==> src/rtl/tcd_pkg.sv <==
// ----------------------------------------------------------------------------
// tcd_pkg
// Shared types, codes and gain tables of the tone command decoder.
// ----------------------------------------------------------------------------
`default_nettype none

package tcd_pkg;

	localparam logic [1:0] FUNC_DATA = 2'd0;
	localparam logic [1:0] FUNC_MASK = 2'd1;
	localparam logic [1:0] FUNC_TICK = 2'd2;
	localparam logic [1:0] FUNC_NOP  = 2'd3;

	localparam logic [2:0] CMD_MIX    = 3'd0;
	localparam logic [2:0] CMD_BASS   = 3'd1;
	localparam logic [2:0] CMD_TREBLE = 3'd2;
	localparam logic [2:0] CMD_MASTER = 3'd3;
	localparam logic [2:0] CMD_RIGHT  = 3'd4;
	localparam logic [2:0] CMD_LEFT   = 3'd5;

	localparam logic [15:0] ADDR_MASK  = 16'h0600;
	localparam logic [15:0] ADDR_MATCH = 16'h0400;

	localparam logic [4:0] FULL_STEPS = 5'd16;
	localparam logic [3:0] TONE_MAX   = 4'd12;
	localparam logic [3:0] TONE_RESET = 4'd7;
	localparam logic [15:0] GAIN_RESET = 16'hFFFF;

	localparam logic [15:0] MASTER_TABLE [64] = '{
		16'd7, 16'd8, 16'd10, 16'd13, 16'd16, 16'd21, 16'd26, 16'd33,
		16'd41, 16'd52, 16'd66, 16'd83, 16'd104, 16'd131, 16'd165, 16'd207,
		16'd261, 16'd328, 16'd414, 16'd521, 16'd655, 16'd825, 16'd1039, 16'd1308,
		16'd1646, 16'd2072, 16'd2609, 16'd3285, 16'd4135, 16'd5206, 16'd6554, 16'd8250,
		16'd10387, 16'd13076, 16'd16462, 16'd20724, 16'd26090, 16'd32846, 16'd41350,
		16'd52057, 16'd65535, 16'd65535, 16'd65535, 16'd65535, 16'd65535, 16'd65535,
		16'd65535, 16'd65535, 16'd65535, 16'd65535, 16'd65535, 16'd65535, 16'd65535,
		16'd65535, 16'd65535, 16'd65535, 16'd65535, 16'd65535, 16'd65535, 16'd65535,
		16'd65535, 16'd65535, 16'd65535, 16'd65535
	};

	localparam logic [15:0] SIDE_TABLE [32] = '{
		16'd655, 16'd825, 16'd1039, 16'd1308, 16'd1646, 16'd2072, 16'd2609, 16'd3285,
		16'd4135, 16'd5206, 16'd6554, 16'd8250, 16'd10387, 16'd13076, 16'd16462,
		16'd20724, 16'd26090, 16'd32846, 16'd41350, 16'd52057, 16'd65535, 16'd65535,
		16'd65535, 16'd65535, 16'd65535, 16'd65535, 16'd65535, 16'd65535, 16'd65535,
		16'd65535, 16'd65535, 16'd65535
	};

	typedef struct packed {
		logic [15:0] data_view;
		logic [15:0] mask_view;
		logic        busy_res;
		logic [1:0]  mix_mode;
		logic [3:0]  bass_level;
		logic [3:0]  treble_level;
		logic [15:0] master_gain;
		logic [15:0] left_gain;
		logic [15:0] right_gain;
	} tcd_result_t;

	function automatic logic [3:0] tone_level(input logic [3:0] code);
		tone_level = (code > TONE_MAX) ? TONE_MAX : code;
	endfunction

endpackage

`default_nettype wire

==> src/rtl/tcd_gather.sv <==
// ----------------------------------------------------------------------------
// tcd_gather
// Packs the data bits at the set mask positions, lowest first, into a word.
// ----------------------------------------------------------------------------
`default_nettype none

module tcd_gather (
	input  wire logic [15:0] data,
	input  wire logic [15:0] mask,
	output logic      [15:0] packed_word
);

	always_comb begin
		logic [4:0] pos;
		pos = 5'd0;
		packed_word = 16'd0;
		for (int i = 0; i < 16; i++) begin
			if (mask[i]) begin
				packed_word[pos[3:0]] = data[i];
				pos = pos + 5'd1;
			end
		end
	end

endmodule

`default_nettype wire

==> src/rtl/tcd_core.sv <==
// ----------------------------------------------------------------------------
// tcd_core
// Shift state, command decode and tone settings; the state registers are
// the result register of the block.
// ----------------------------------------------------------------------------
`default_nettype none

module tcd_core (
	input  wire logic               clk,
	input  wire logic               arst_n,
	input  wire logic               en,
	input  wire logic [1:0]         func,
	input  wire logic [15:0]        value,
	output tcd_pkg::tcd_result_t    result
);

	import tcd_pkg::*;

	logic [15:0] latched_data_q, latched_mask_q, data_shown_q, mask_shown_q;
	logic [4:0]  steps_left_q;
	logic [1:0]  mix_q;
	logic [3:0]  bass_q, treble_q;
	logic [15:0] master_q, left_q, right_q;

	logic [15:0] latched_data_n, latched_mask_n, data_shown_n, mask_shown_n;
	logic [4:0]  steps_left_n;
	logic [1:0]  mix_n;
	logic [3:0]  bass_n, treble_n;
	logic [15:0] master_n, left_n, right_n;

	logic [15:0] gathered;
	logic [3:0]  n;
	logic [4:0]  shamt;
	logic [31:0] rot;

	tcd_gather u_gather (
		.data        (latched_data_q),
		.mask        (latched_mask_q),
		.packed_word (gathered)
	);

	// steps remaining after this tick
	assign n     = steps_left_q[3:0] - 4'd1;
	assign shamt = FULL_STEPS - {1'b0, n};
	assign rot   = {latched_mask_q, latched_mask_q} >> n;

	always_comb begin
		latched_data_n = latched_data_q;
		latched_mask_n = latched_mask_q;
		data_shown_n   = data_shown_q;
		mask_shown_n   = mask_shown_q;
		steps_left_n   = steps_left_q;
		mix_n          = mix_q;
		bass_n         = bass_q;
		treble_n       = treble_q;
		master_n       = master_q;
		left_n         = left_q;
		right_n        = right_q;
		case (func)
			FUNC_DATA: begin
				data_shown_n = value;
				if (steps_left_q == 5'd0) begin
					latched_data_n = value;
					steps_left_n   = FULL_STEPS;
				end
			end
			FUNC_MASK: begin
				mask_shown_n = value;
				if (steps_left_q == 5'd0)
					latched_mask_n = value;
			end
			FUNC_TICK: begin
				if (steps_left_q != 5'd0) begin
					steps_left_n = steps_left_q - 5'd1;
					data_shown_n = (n > 4'd1) ? (latched_data_q << shamt) : 16'd0;
					mask_shown_n = rot[15:0];
					if (n == 4'd0) begin
						latched_data_n = gathered;
						if ((gathered & ADDR_MASK) == ADDR_MATCH) begin
							case (gathered[8:6])
								CMD_MIX:    mix_n    = gathered[1:0];
								CMD_BASS:   bass_n   = gathered[3:0];
								CMD_TREBLE: treble_n = gathered[3:0];
								CMD_MASTER: master_n = MASTER_TABLE[gathered[5:0]];
								CMD_RIGHT:  right_n  = SIDE_TABLE[gathered[4:0]];
								CMD_LEFT:   left_n   = SIDE_TABLE[gathered[4:0]];
								default: ;
							endcase
						end
					end
				end
			end
			default: ;
		endcase
	end

	always_ff @(posedge clk or negedge arst_n) begin
		if (!arst_n) begin
			latched_data_q <= 16'd0;
			latched_mask_q <= 16'd0;
			data_shown_q   <= 16'd0;
			mask_shown_q   <= 16'd0;
			steps_left_q   <= 5'd0;
			mix_q          <= 2'd0;
			bass_q         <= TONE_RESET;
			treble_q       <= TONE_RESET;
			master_q       <= GAIN_RESET;
			left_q         <= GAIN_RESET;
			right_q        <= GAIN_RESET;
		end else if (en) begin
			latched_data_q <= latched_data_n;
			latched_mask_q <= latched_mask_n;
			data_shown_q   <= data_shown_n;
			mask_shown_q   <= mask_shown_n;
			steps_left_q   <= steps_left_n;
			mix_q          <= mix_n;
			bass_q         <= bass_n;
			treble_q       <= treble_n;
			master_q       <= master_n;
			left_q         <= left_n;
			right_q        <= right_n;
		end
	end

	always_comb begin
		result.data_view    = data_shown_q;
		result.mask_view    = mask_shown_q;
		result.busy_res     = (steps_left_q != 5'd0);
		result.mix_mode     = mix_q;
		result.bass_level   = tone_level(bass_q);
		result.treble_level = tone_level(treble_q);
		result.master_gain  = master_q;
		result.left_gain    = left_q;
		result.right_gain   = right_q;
	end

endmodule

`default_nettype wire

==> src/rtl/microwire_tone_command_decoder_top.sv <==
// ----------------------------------------------------------------------------
// microwire_tone_command_decoder_top
// Serial tone command port: data/mask writes and shift ticks in, one
// transaction of visible registers and tone settings out per item.
//
// channel  dir  width  contents
// s_axis   in   16+2   tdata value, tuser func
// m_axis   out  96     tdata result fields, see port comment
//
// one item per cycle sustained while the output is not stalled
// the input register feeds one combinational update of the state registers,
// which double as the output register
// reset sets the tone codes to 7, gains to full scale, all else to zero
// an output stall holds the state; one more item waits in the input register
// ----------------------------------------------------------------------------
`default_nettype none

module microwire_tone_command_decoder_top (
	input  wire logic        clk,
	input  wire logic        arst_n,
	input  wire logic        s_axis_tvalid,
	output logic             s_axis_tready,
	input  wire logic [15:0] s_axis_tdata,  // value[15:0]
	input  wire logic [1:0]  s_axis_tuser,  // func[1:0]
	output logic             m_axis_tvalid,
	input  wire logic        m_axis_tready,
	// data_view[15:0], mask_view[31:16], busy_res[32], mix_mode[34:33],
	// bass_level[38:35], treble_level[42:39], master_gain[58:43],
	// left_gain[74:59], right_gain[90:75], zero[95:91]
	output logic      [95:0] m_axis_tdata
);

	import tcd_pkg::*;

	logic        valid_s1;
	logic [1:0]  func_s1;
	logic [15:0] value_s1;
	logic        out_valid_q;
	logic        advance;
	tcd_result_t result;

	assign advance       = valid_s1 && (!out_valid_q || m_axis_tready);
	assign s_axis_tready = !valid_s1 || advance;

	always_ff @(posedge clk or negedge arst_n) begin
		if (!arst_n) begin
			valid_s1 <= 1'b0;
		end else if (s_axis_tready) begin
			valid_s1 <= s_axis_tvalid;
		end
	end

	always_ff @(posedge clk) begin
		if (s_axis_tready && s_axis_tvalid) begin
			func_s1  <= s_axis_tuser;
			value_s1 <= s_axis_tdata;
		end
	end

	always_ff @(posedge clk or negedge arst_n) begin
		if (!arst_n) begin
			out_valid_q <= 1'b0;
		end else if (advance) begin
			out_valid_q <= 1'b1;
		end else if (m_axis_tready) begin
			out_valid_q <= 1'b0;
		end
	end

	tcd_core u_core (
		.clk    (clk),
		.arst_n (arst_n),
		.en     (advance),
		.func   (func_s1),
		.value  (value_s1),
		.result (result)
	);

	assign m_axis_tvalid = out_valid_q;
	assign m_axis_tdata  = {5'd0, result.right_gain, result.left_gain, result.master_gain,
		result.treble_level, result.bass_level, result.mix_mode, result.busy_res,
		result.mask_view, result.data_view};

endmodule

`default_nettype wire

==> config.mk <==
export PLATFORM = sky130hd
export DESIGN_NAME = microwire_tone_command_decoder_top
export DESIGN_NICKNAME = d
export VERILOG_FILES = /design/src/rtl/tcd_pkg.sv /design/src/rtl/tcd_gather.sv /design/src/rtl/tcd_core.sv /design/src/rtl/microwire_tone_command_decoder_top.sv
export SDC_FILE = /design/constraint.sdc
export NUM_CORES = 1
export LEC_CHECK = 0
export BUFFER_PORTS_ARGS = -buffer_cell sky130_fd_sc_hd__buf_2
export CAP_MARGIN = 25
export CORE_ASPECT_RATIO = 1.5
export CORE_MARGIN = 3
export CORE_UTILIZATION = 40
export CTS_BUF_LIST = sky130_fd_sc_hd__clkbuf_16
export DETAILED_ROUTE_END_ITERATION = 10
export PLACE_DENSITY = 0.67
export SYNTH_ARGS = -nofsm -noshare
export SYNTH_HDL_FRONTEND = slang
export SYNTH_SLANG_ARGS = --single-unit
==> constraint.sdc <==
create_clock -name clk -period 15.22 [get_ports clk]
set_input_delay 3.044 -clock clk [delete_from_list [all_inputs] [get_ports clk]]
set_output_delay 3.044 -clock clk [all_outputs]
set_load 0.05 [all_outputs]
==> results of run 1 <==
## cells by family (layout without fill, tap and decap cells)
family                   Yosys count  in the layout  synth area share (%)
adder cells (fa/ha/maj)           60             60                  5.02
AO/OA/AOI/OAI                    486            486                  22.7
XOR/XNOR                          66             66                  6.29
AND/OR/NAND/NOR                  662            662                  21.2
buffers and inverters            197            228                  5.64
other                              1              5                0.0248
multiplexers                     155            155                  13.7
flip-flops                       147            147                  25.4
## worst max-delay path: cells and delay by family, from the launching register on
kind | cells | cell delay [ps]
simple gates | 17 | 3030
xor+xnor | 4 | 710
fa+ha+maj | 13 | 4440
buf+inv | 7 | 1090
mux | 3 | 830
flops | 1 | 600
compound gates | 11 | 2610
## Yosys cell counts, types with 11 or more instances
| cell | instances |
|---|---|
| xnor2_1 | 34 |
| clkbuf_1 | 95 |
| a21boi_0 | 11 |
| mux4_2 | 30 |
| and2_1 | 34 |
| buf_2 | 27 |
| a21o_1 | 11 |
| o31ai_1 | 17 |
| nor3_1 | 61 |
| nand4_1 | 11 |
| nor2b_1 | 13 |
| nand2_1 | 212 |
| mux2i_1 | 46 |
| a31oi_1 | 27 |
| o211ai_1 | 19 |
| nor2_1 | 135 |
| a21oi_1 | 100 |
| o32ai_1 | 16 |
| inv_1 | 48 |
| o22ai_1 | 26 |
| dfstp_2 | 54 |
| nor4_1 | 26 |
| o21ai_0 | 82 |
| nand2b_1 | 22 |
| or3_1 | 24 |
| o221ai_1 | 12 |
| nand3_1 | 71 |
| ha_1 | 59 |
| dfrtp_1 | 75 |
| a211oi_1 | 11 |
| a22oi_1 | 16 |
| and3_1 | 21 |
| buf_4 | 11 |
| edfxtp_1 | 18 |
| mux2_2 | 70 |
## flip-flops by register name (all words and copies together), names as in the netlist
signal and flops:
u_core.data_shown_q 16, u_core.latched_data_q 16, u_core.latched_mask_q 16, u_core.left_q 16, u_core.mask_shown_q 16, u_core.master_q 16
u_core.right_q 16, value_s1 16, u_core.steps_left_q 5, u_core.bass_q 4, u_core.treble_q 4, func_s1 2
u_core.mix_q 2, m_axis_tvalid 1, valid_s1 1
## through the flow
step / worst slack [ps] / utilization, % / cell area [sq um] / std cells
floorplan: 3620 / - / 15100 / 1778
global placement: 2450 / 42.9 / 15900 / 2257
detailed placement: 1870 / 42.9 / 15900 / 2258
CTS: 1810 / 44.4 / 16400 / 2290
global route: 740 / 44.5 / 16500 / 2293
finish: 1820 / 44.5 / 16500 / 2293
## path summary, 6_finish.rpt
path | from | end
max | u_core.latched_mask_q[2] | u_core.right_q[5]
min | u_core.master_q[13] | u_core.master_q[13]
max reg2reg | u_core.latched_mask_q[2] | u_core.right_q[5]
min reg2reg | u_core.master_q[13] | u_core.master_q[13]
max in group asynchronous | arst_n | u_core.steps_left_q[0]
min in group asynchronous | arst_n | u_core.data_shown_q[0]
## area by class of cell
type	count	area (sq um)	share of cell area, %
inverters	53	199	1.21
clock buffers	17	425	2.58
multi-input cells	1434	10500	63.6
repair buffers	143	806	4.89
clock inverters	15	125	0.760
flip-flops and latches	147	3840	23.3
well taps	484	606	3.68
## metal layers
metal / vias up / GRT usage (%)
met5: - / 0
met4: 0 / 16.7
met3: 205 / 3.47
met2: 767 / 45.2
met1: 6983 / 29.1
li1: 6661 / -
==> run summary, run 1 <==
status: complete, no violations
CP max stage cell: fa_1
Synth Instances: 1774
Synth Register Bits: 147
CORE AREA: 37000 sq um
M1 WL: 19200 microns
number of global-route vias before repair: 14100
Clock Sinks: 147
cell count of the worst hold path: 2
met2 wire length: 26700 microns
register area share after synthesis: 25.4%
GRT Total Usage: 25.9%
detailed-route DRC error count: 0
CTS Buf Count: 17
Inserted Diodes: 0
R2R setup slack: 1820 ps
# IOs: 120
total wire length: 53000 microns
Slew Limit Fails: 0
# resized after CTS: 0
WS Path Type: reg -> reg
Port Buffers: 114
Hold-fix buffers, CTS: 0
CP max stage delay: 690 ps
Post-synth EDFFs: 18
Via density: 6.37
hold slack final: 465 ps
RSZ-0062 raised after global routing: false
H-tree levels: 4
most frequent cells in the layout: nand2_1, nor2_1, buf_2
Starting DRT DRC Count: 1475
Post-CTS Setup Inserts: 0
antenna violations before repair: 1
Root Buffer: clkbuf_16
ANT nets after route: 0
area grow syn2layout: 9.06%
GPL Wtd Cong: 1.03
first-pass GRT wire length: 81400 microns
area leader, netlist: dfrtp_1
Max Clk Rate: 74.6 MHz
worst r2r path cells: 55
worst-path fanout max: 18
num rows: 86
largest net degree at the start of global routing: 67
final setup skew: 13.5 ps
Data required, critical path: 15610 ps
max cap viols: 0
Initial Utilization: 40.8%
Die H: 244 microns
Fill cells: 3700
worst hold path class: reg -> reg
fin crit share: 88.0%
die width: 165 microns
Die ar.: 40200 sq um
top_reg_cell synth: dfrtp_1
worst-case clock buffer depth: 2
CP most frequent cell: ha_1
setup TNS: 0 ps
Synth Cell Area: 15100 sq um
crit path DAT: 13790 ps
Layout Nets: 1878
Synth area leaders: dfrtp_1, dfstp_2, nand2_1
CTS clk-pin slew, worst paths: 70 ps
Yosys warnings: 0
share of the synthesized area in the top cell type: 12.4%
Worst-Margin Slew: 1080 ps
CTS tree: yes
Final setup viols: 0
Async SR Flop Fraction: 87.8%
DR top layer: met4
Clk Latency, worst-skew pair: 450 ps
slew margin rel.: 27.8%
DR pass1 iterations: 6
share of cells above drive strength 1: 22.4%
DPL Wire Length: 40800 microns
remaining global-route overflow: 0
Setup crit start kind: flip-flop
most common cell after layout, fill and taps aside: nand2_1
Routed WL per cell: 23.1 microns
synth unique cells: 110
via count: 14600
crit end category: flip-flop
Final Hold Fails: 0
Mapped Avg Cell Area: 8.51 sq um
fin crit period: 13400 ps
met3 routed WL: 3250 microns
Power of run 1 is not shown: default switching activity piles up to over one toggle a cycle in this logic, so the estimate is an artifact.
==> inputs of run 2 (changes only) <==
clock period = 16.65 ns   (was 15.22 ns; I/O delays follow)
==> run summary, run 2 (synthesis results as in run 1) <==
max cap viols: 0
met2 wire length: 27300 microns
share of cells above drive strength 1: 22.5%
Post-CTS Setup Inserts: 0
CP most frequent cell: ha_1
H-tree levels: 4
RR Endpoint: u_core.right_q[5]
Clk Latency, worst-skew pair: 440 ps
met3 routed WL: 3250 microns
final setup skew: 10.8 ps
CTS Buf Count: 17
Util after Layout: 44.8%
Setup crit start kind: flip-flop
WS Path Type: reg -> reg
Clock Sinks: 147
RSZ-0062 raised after global routing: false
Data required, critical path: 17030 ps
crit end category: flip-flop
DR top layer: met4
Root Buffer: clkbuf_16
Die H: 244 microns
Via density: 6.41
GRT Total Usage: 26.2%
most common cell after layout, fill and taps aside: nand2_1
ANT nets after route: 0
most frequent cells in the layout: nand2_1, nor2_1, buf_2
R2R setup slack: 2740 ps
hold_sp: u_core.master_q[1]
Fill cells: 3670
worst-path fanout max: 18
die width: 165 microns
Port Buffers: 114
CTS clk-pin slew, worst paths: 70 ps
antenna violations before repair: 1
worst-case clock buffer depth: 2
Slew Limit Fails: 0
number of global-route vias before repair: 14200
Final setup viols: 0
Routed WL per cell: 23.3 microns
DR pass1 iterations: 6
Initial Utilization: 40.8%
fin crit period: 13910 ps
cell count of the worst hold path: 2
GPL Wtd Cong: 1.02
Die ar.: 40200 sq um
worst hold path class: reg -> reg
Final Hold Fails: 0
total wire length: 53500 microns
Starting DRT DRC Count: 1511
M1 WL: 19200 microns
area grow syn2layout: 9.75%
detailed-route DRC error count: 0
Hold-fix buffers, CTS: 0
Max Clk Rate: 71.9 MHz
# IOs: 120
# resized after CTS: 0
num rows: 86
largest net degree at the start of global routing: 70
hold endpoint: u_core.master_q[1]
CP max stage delay: 700 ps
Inserted Diodes: 0
slew margin rel.: 30.8%
Layout Nets: 1878
hold slack final: 469 ps
fin crit share: 83.5%
first-pass GRT wire length: 82500 microns
CP max stage cell: fa_1
CORE AREA: 37000 sq um
via count: 14700
CTS tree: yes
Worst-Margin Slew: 1040 ps
remaining global-route overflow: 0
Crit Reg-Reg Startpoint: u_core.latched_mask_q[2]
crit path DAT: 14280 ps
DPL Wire Length: 41200 microns
status: complete, no violations
setup TNS: 0 ps
worst r2r path cells: 54
## run 2: changes by cell type in the layout (fill, tap and decap cells not counted)
| cell | delta |
|---|---|
| bufinv_16 | +4 |
| buf_12 | +1 |
| clkinv_8 | +1 |
| clkinv_4 | -3 |
| inv_6 | +3 |
| buf_4 | -2 |
| clkinv_1 | -1 |
| inv_8 | -2 |
| clkinvlp_4 | -2 |
| clkbuf_2 | +1 |
## run 2: layout make-up
class | instances | area (sq um) | share of cell area, %
multi-input cells | 1434 | 10500 | 63.2
flip-flops and latches | 147 | 3840 | 23.2
repair buffers | 143 | 816 | 4.92
well taps | 484 | 606 | 3.65
clock buffers | 17 | 425 | 2.57
clock inverters | 15 | 220 | 1.33
inverters | 53 | 199 | 1.20
## run 2: how the worst max path moves through the flow
stage	start	cells after the start	slack, ps	endpoint
floorplan	u_core.latched_mask_q[2]	56	5050	u_core.left_q[2]
global placement	u_core.latched_mask_q[2]	54	3420	u_core.right_q[5]
detailed placement	u_core.latched_mask_q[2]	54	2930	u_core.right_q[5]
CTS	u_core.latched_mask_q[2]	54	2870	u_core.right_q[5]
global route	u_core.latched_mask_q[2]	54	1790	u_core.left_q[5]
finish	u_core.latched_mask_q[2]	54	2740	u_core.right_q[5]
## run 2: metal layers
metal  vias up  global-route usage [%]
met5         -                       0
met4         0                    16.0
met3       214                    3.63
met2       723                    46.2
met1      7094                    29.4
li1       6669                       -
## run 2: critical path: cells and delay by family, from the launching register on
kind                     cells  cell delay [ps]
adder cells (fa/ha/maj)     13             4600
AND/OR/NAND/NOR             17             3100
AO/OA/AOI/OAI               11             3000
buffers and inverters        6              970
multiplexers                 3              830
XOR/XNOR                     4              710
flip-flops                   1              620
## run 2: per-stage QoR
step / instances / worst slack (ps) / cell area (sq um)
2_1_floorplan: 1778 / 5050 / 15100
3_3_place_gp: 2255 / 3420 / 15900
3_5_place_dp: 2256 / 2930 / 15900
4_1_cts: 2288 / 2870 / 16500
5_1_grt: 2293 / 1790 / 16600
6_report: 2293 / 2740 / 16600
Power of run 2 is left out for the same reason.
==> inputs of run 3 (changes only) <==
ABC_AREA = 1   (was default)
PLACE_DENSITY = 0.69   (was 0.67)
clock period = 12.7 ns   (was 16.65 ns; I/O delays follow)
==> run summary, run 3 <==
Die H: 234 microns
Max Clk Rate: 85.6 MHz
number of global-route vias before repair: 14100
total wire length: 48100 microns
Layout Nets: 2326
# IOs: 120
Setup crit start kind: flip-flop
remaining global-route overflow: 0
first-pass GRT wire length: 75000 microns
CTS clk-pin slew, worst paths: 70 ps
hold endpoint: u_core.right_q[13]
area grow syn2layout: 10.2%
ANT nets after route: 0
area leader, netlist: nand2_1
via count: 14700
Starting DRT DRC Count: 1006
Final setup viols: 0
CORE AREA: 34300 sq um
max cap viols: 0
Die ar.: 37100 sq um
fin cells: 2682
Mapped Avg Cell Area: 6.37 sq um
Root Buffer: clkbuf_16
hold_sp: u_core.right_q[13]
Crit Reg-Reg Startpoint: u_core.latched_mask_q[0]
Final Hold Fails: 0
Synth Register Bits: 147
dpl cells: 2650
num rows: 83
Worst-Margin Slew: 1050 ps
crit end category: flip-flop
Data required, critical path: 13060 ps
GPL Wtd Cong: 0.943
worst hold path class: reg -> reg
Synth Cell Area: 13900 sq um
Initial Utilization: 40.6%
fin crit share: 92.0%
most frequent cells in the layout: nand2_1, nand3_1, inv_1
DPL Wire Length: 38500 microns
Clk Latency, worst-skew pair: 440 ps
largest net degree at the start of global routing: 78
R2R setup slack: 1020 ps
Yosys warnings: 0
worst-case clock buffer depth: 2
Port Buffers: 114
antenna violations before repair: 0
detailed-route DRC error count: 0
Util after Layout: 44.7%
CTS Buf Count: 17
synth unique cells: 47
Clock Sinks: 147
GRT Total Usage: 25.6%
cell count of the worst hold path: 2
Async SR Flop Fraction: 87.8%
DR pass1 iterations: 5
Synth area leaders: nand2_1, dfrtp_1, nand3_1
most instantiated cells after synthesis: nand2_1, nand3_1, inv_1
RR Endpoint: u_core.master_q[7]
worst-path fanout max: 14
Post-synth EDFFs: 18
worst r2r path cells: 56
fin crit period: 11680 ps
crit path DAT: 12050 ps
Post-CTS Setup Inserts: 0
most common cell in the netlist: nand2_1
share of the synthesized area in the top cell type: 17.6%
CP most frequent cell: nand2_1
CTS tree: yes
CP max stage delay: 640 ps
H-tree levels: 4
Inserted Diodes: 0
register area share after synthesis: 27.6%
WS Path Type: reg -> reg
final setup skew: 10.4 ps
Routed WL per cell: 17.9 microns
RSZ-0062 raised after global routing: false
setup TNS: 0 ps
Synth Instances: 2183
share of cells above drive strength 1: 15.0%
slew margin rel.: 29.5%
Via density: 5.49
die width: 158 microns
Slew Limit Fails: 0
CP max stage cell: fa_1
top_reg_cell synth: dfrtp_1
hold slack final: 460 ps
most common cell after layout, fill and taps aside: nand2_1
status: complete, no violations
-- run 3: changes by cell type in the layout (fill, tap and decap cells not counted), moves of 57 or more --
cell and delta:
o21ai_0 +113, inv_1 +182, nand3_1 +223, mux2_2 -68, a21oi_1 -57, nand2_1 +442
-- run 3: cell families (layout without fill, tap and decap cells) --
logic type      after synthesis  in the layout  synth area share (%)
compound gates              346            346                  14.0
xor+xnor                      2              2                 0.126
fa+ha+maj                    60             60                  5.45
buf+inv                     343            413                  9.71
flops                       147            147                  27.6
mux                          26             26                  1.89
other cells                   1              5                0.0270
simple gates               1258           1258                  41.3
-- run 3: worst max path at each step --
stage / start / endpoint / slack, ps
detailed placement: u_core.latched_mask_q[0] / u_core.master_q[2] / 980
CTS: u_core.latched_mask_q[0] / u_core.master_q[2] / 940
floorplan: u_core.latched_mask_q[0] / u_core.master_q[2] / 2120
global placement: u_core.latched_mask_q[0] / u_core.master_q[2] / 1410
finish: u_core.latched_mask_q[0] / u_core.master_q[7] / 1020
global route: u_core.latched_mask_q[0] / u_core.left_q[7] / 90
-- run 3: critical path: cells and delay by family, from the launching register on --
family | cells | cell delay, ps
AND/OR/NAND/NOR | 25 | 4640
adder cells (fa/ha/maj) | 14 | 4320
buffers and inverters | 12 | 1270
AO/OA/AOI/OAI | 5 | 950
flip-flops | 1 | 410
-- run 3: area by class of cell --
class                      instances  area [sq um]
clock buffer                      17           425
timing repair buffer             120           629
tap                              425           532
inverter                         261           982
multi-input combinational       1697          8750
sequential                       147          3840
fill                            3636         18900
clock inverter                    15           179
-- run 3: timing repair --
item,in CTS,in global routing
setup endpoints to repair,0,7
hold buffers,0,0
resized for setup,0,2
-- run 3: through the flow --
step | setup slack (ps) | area, sq um
floorplan | 2120 | 13900
global placement | 1410 | 14700
detailed placement | 976 | 14700
CTS | 936 | 15300
global route | 86.2 | 15300
finish | 1020 | 15300
-- run 3: layer usage --
metal / GRT usage, % / routed length, microns
met1: 30.1 / 19200
met2: 46.2 / 24200
met3: 3.14 / 2470
met4: 11.6 / 2170
met5: 0 / 0
Power of run 3 is left out for the same reason.
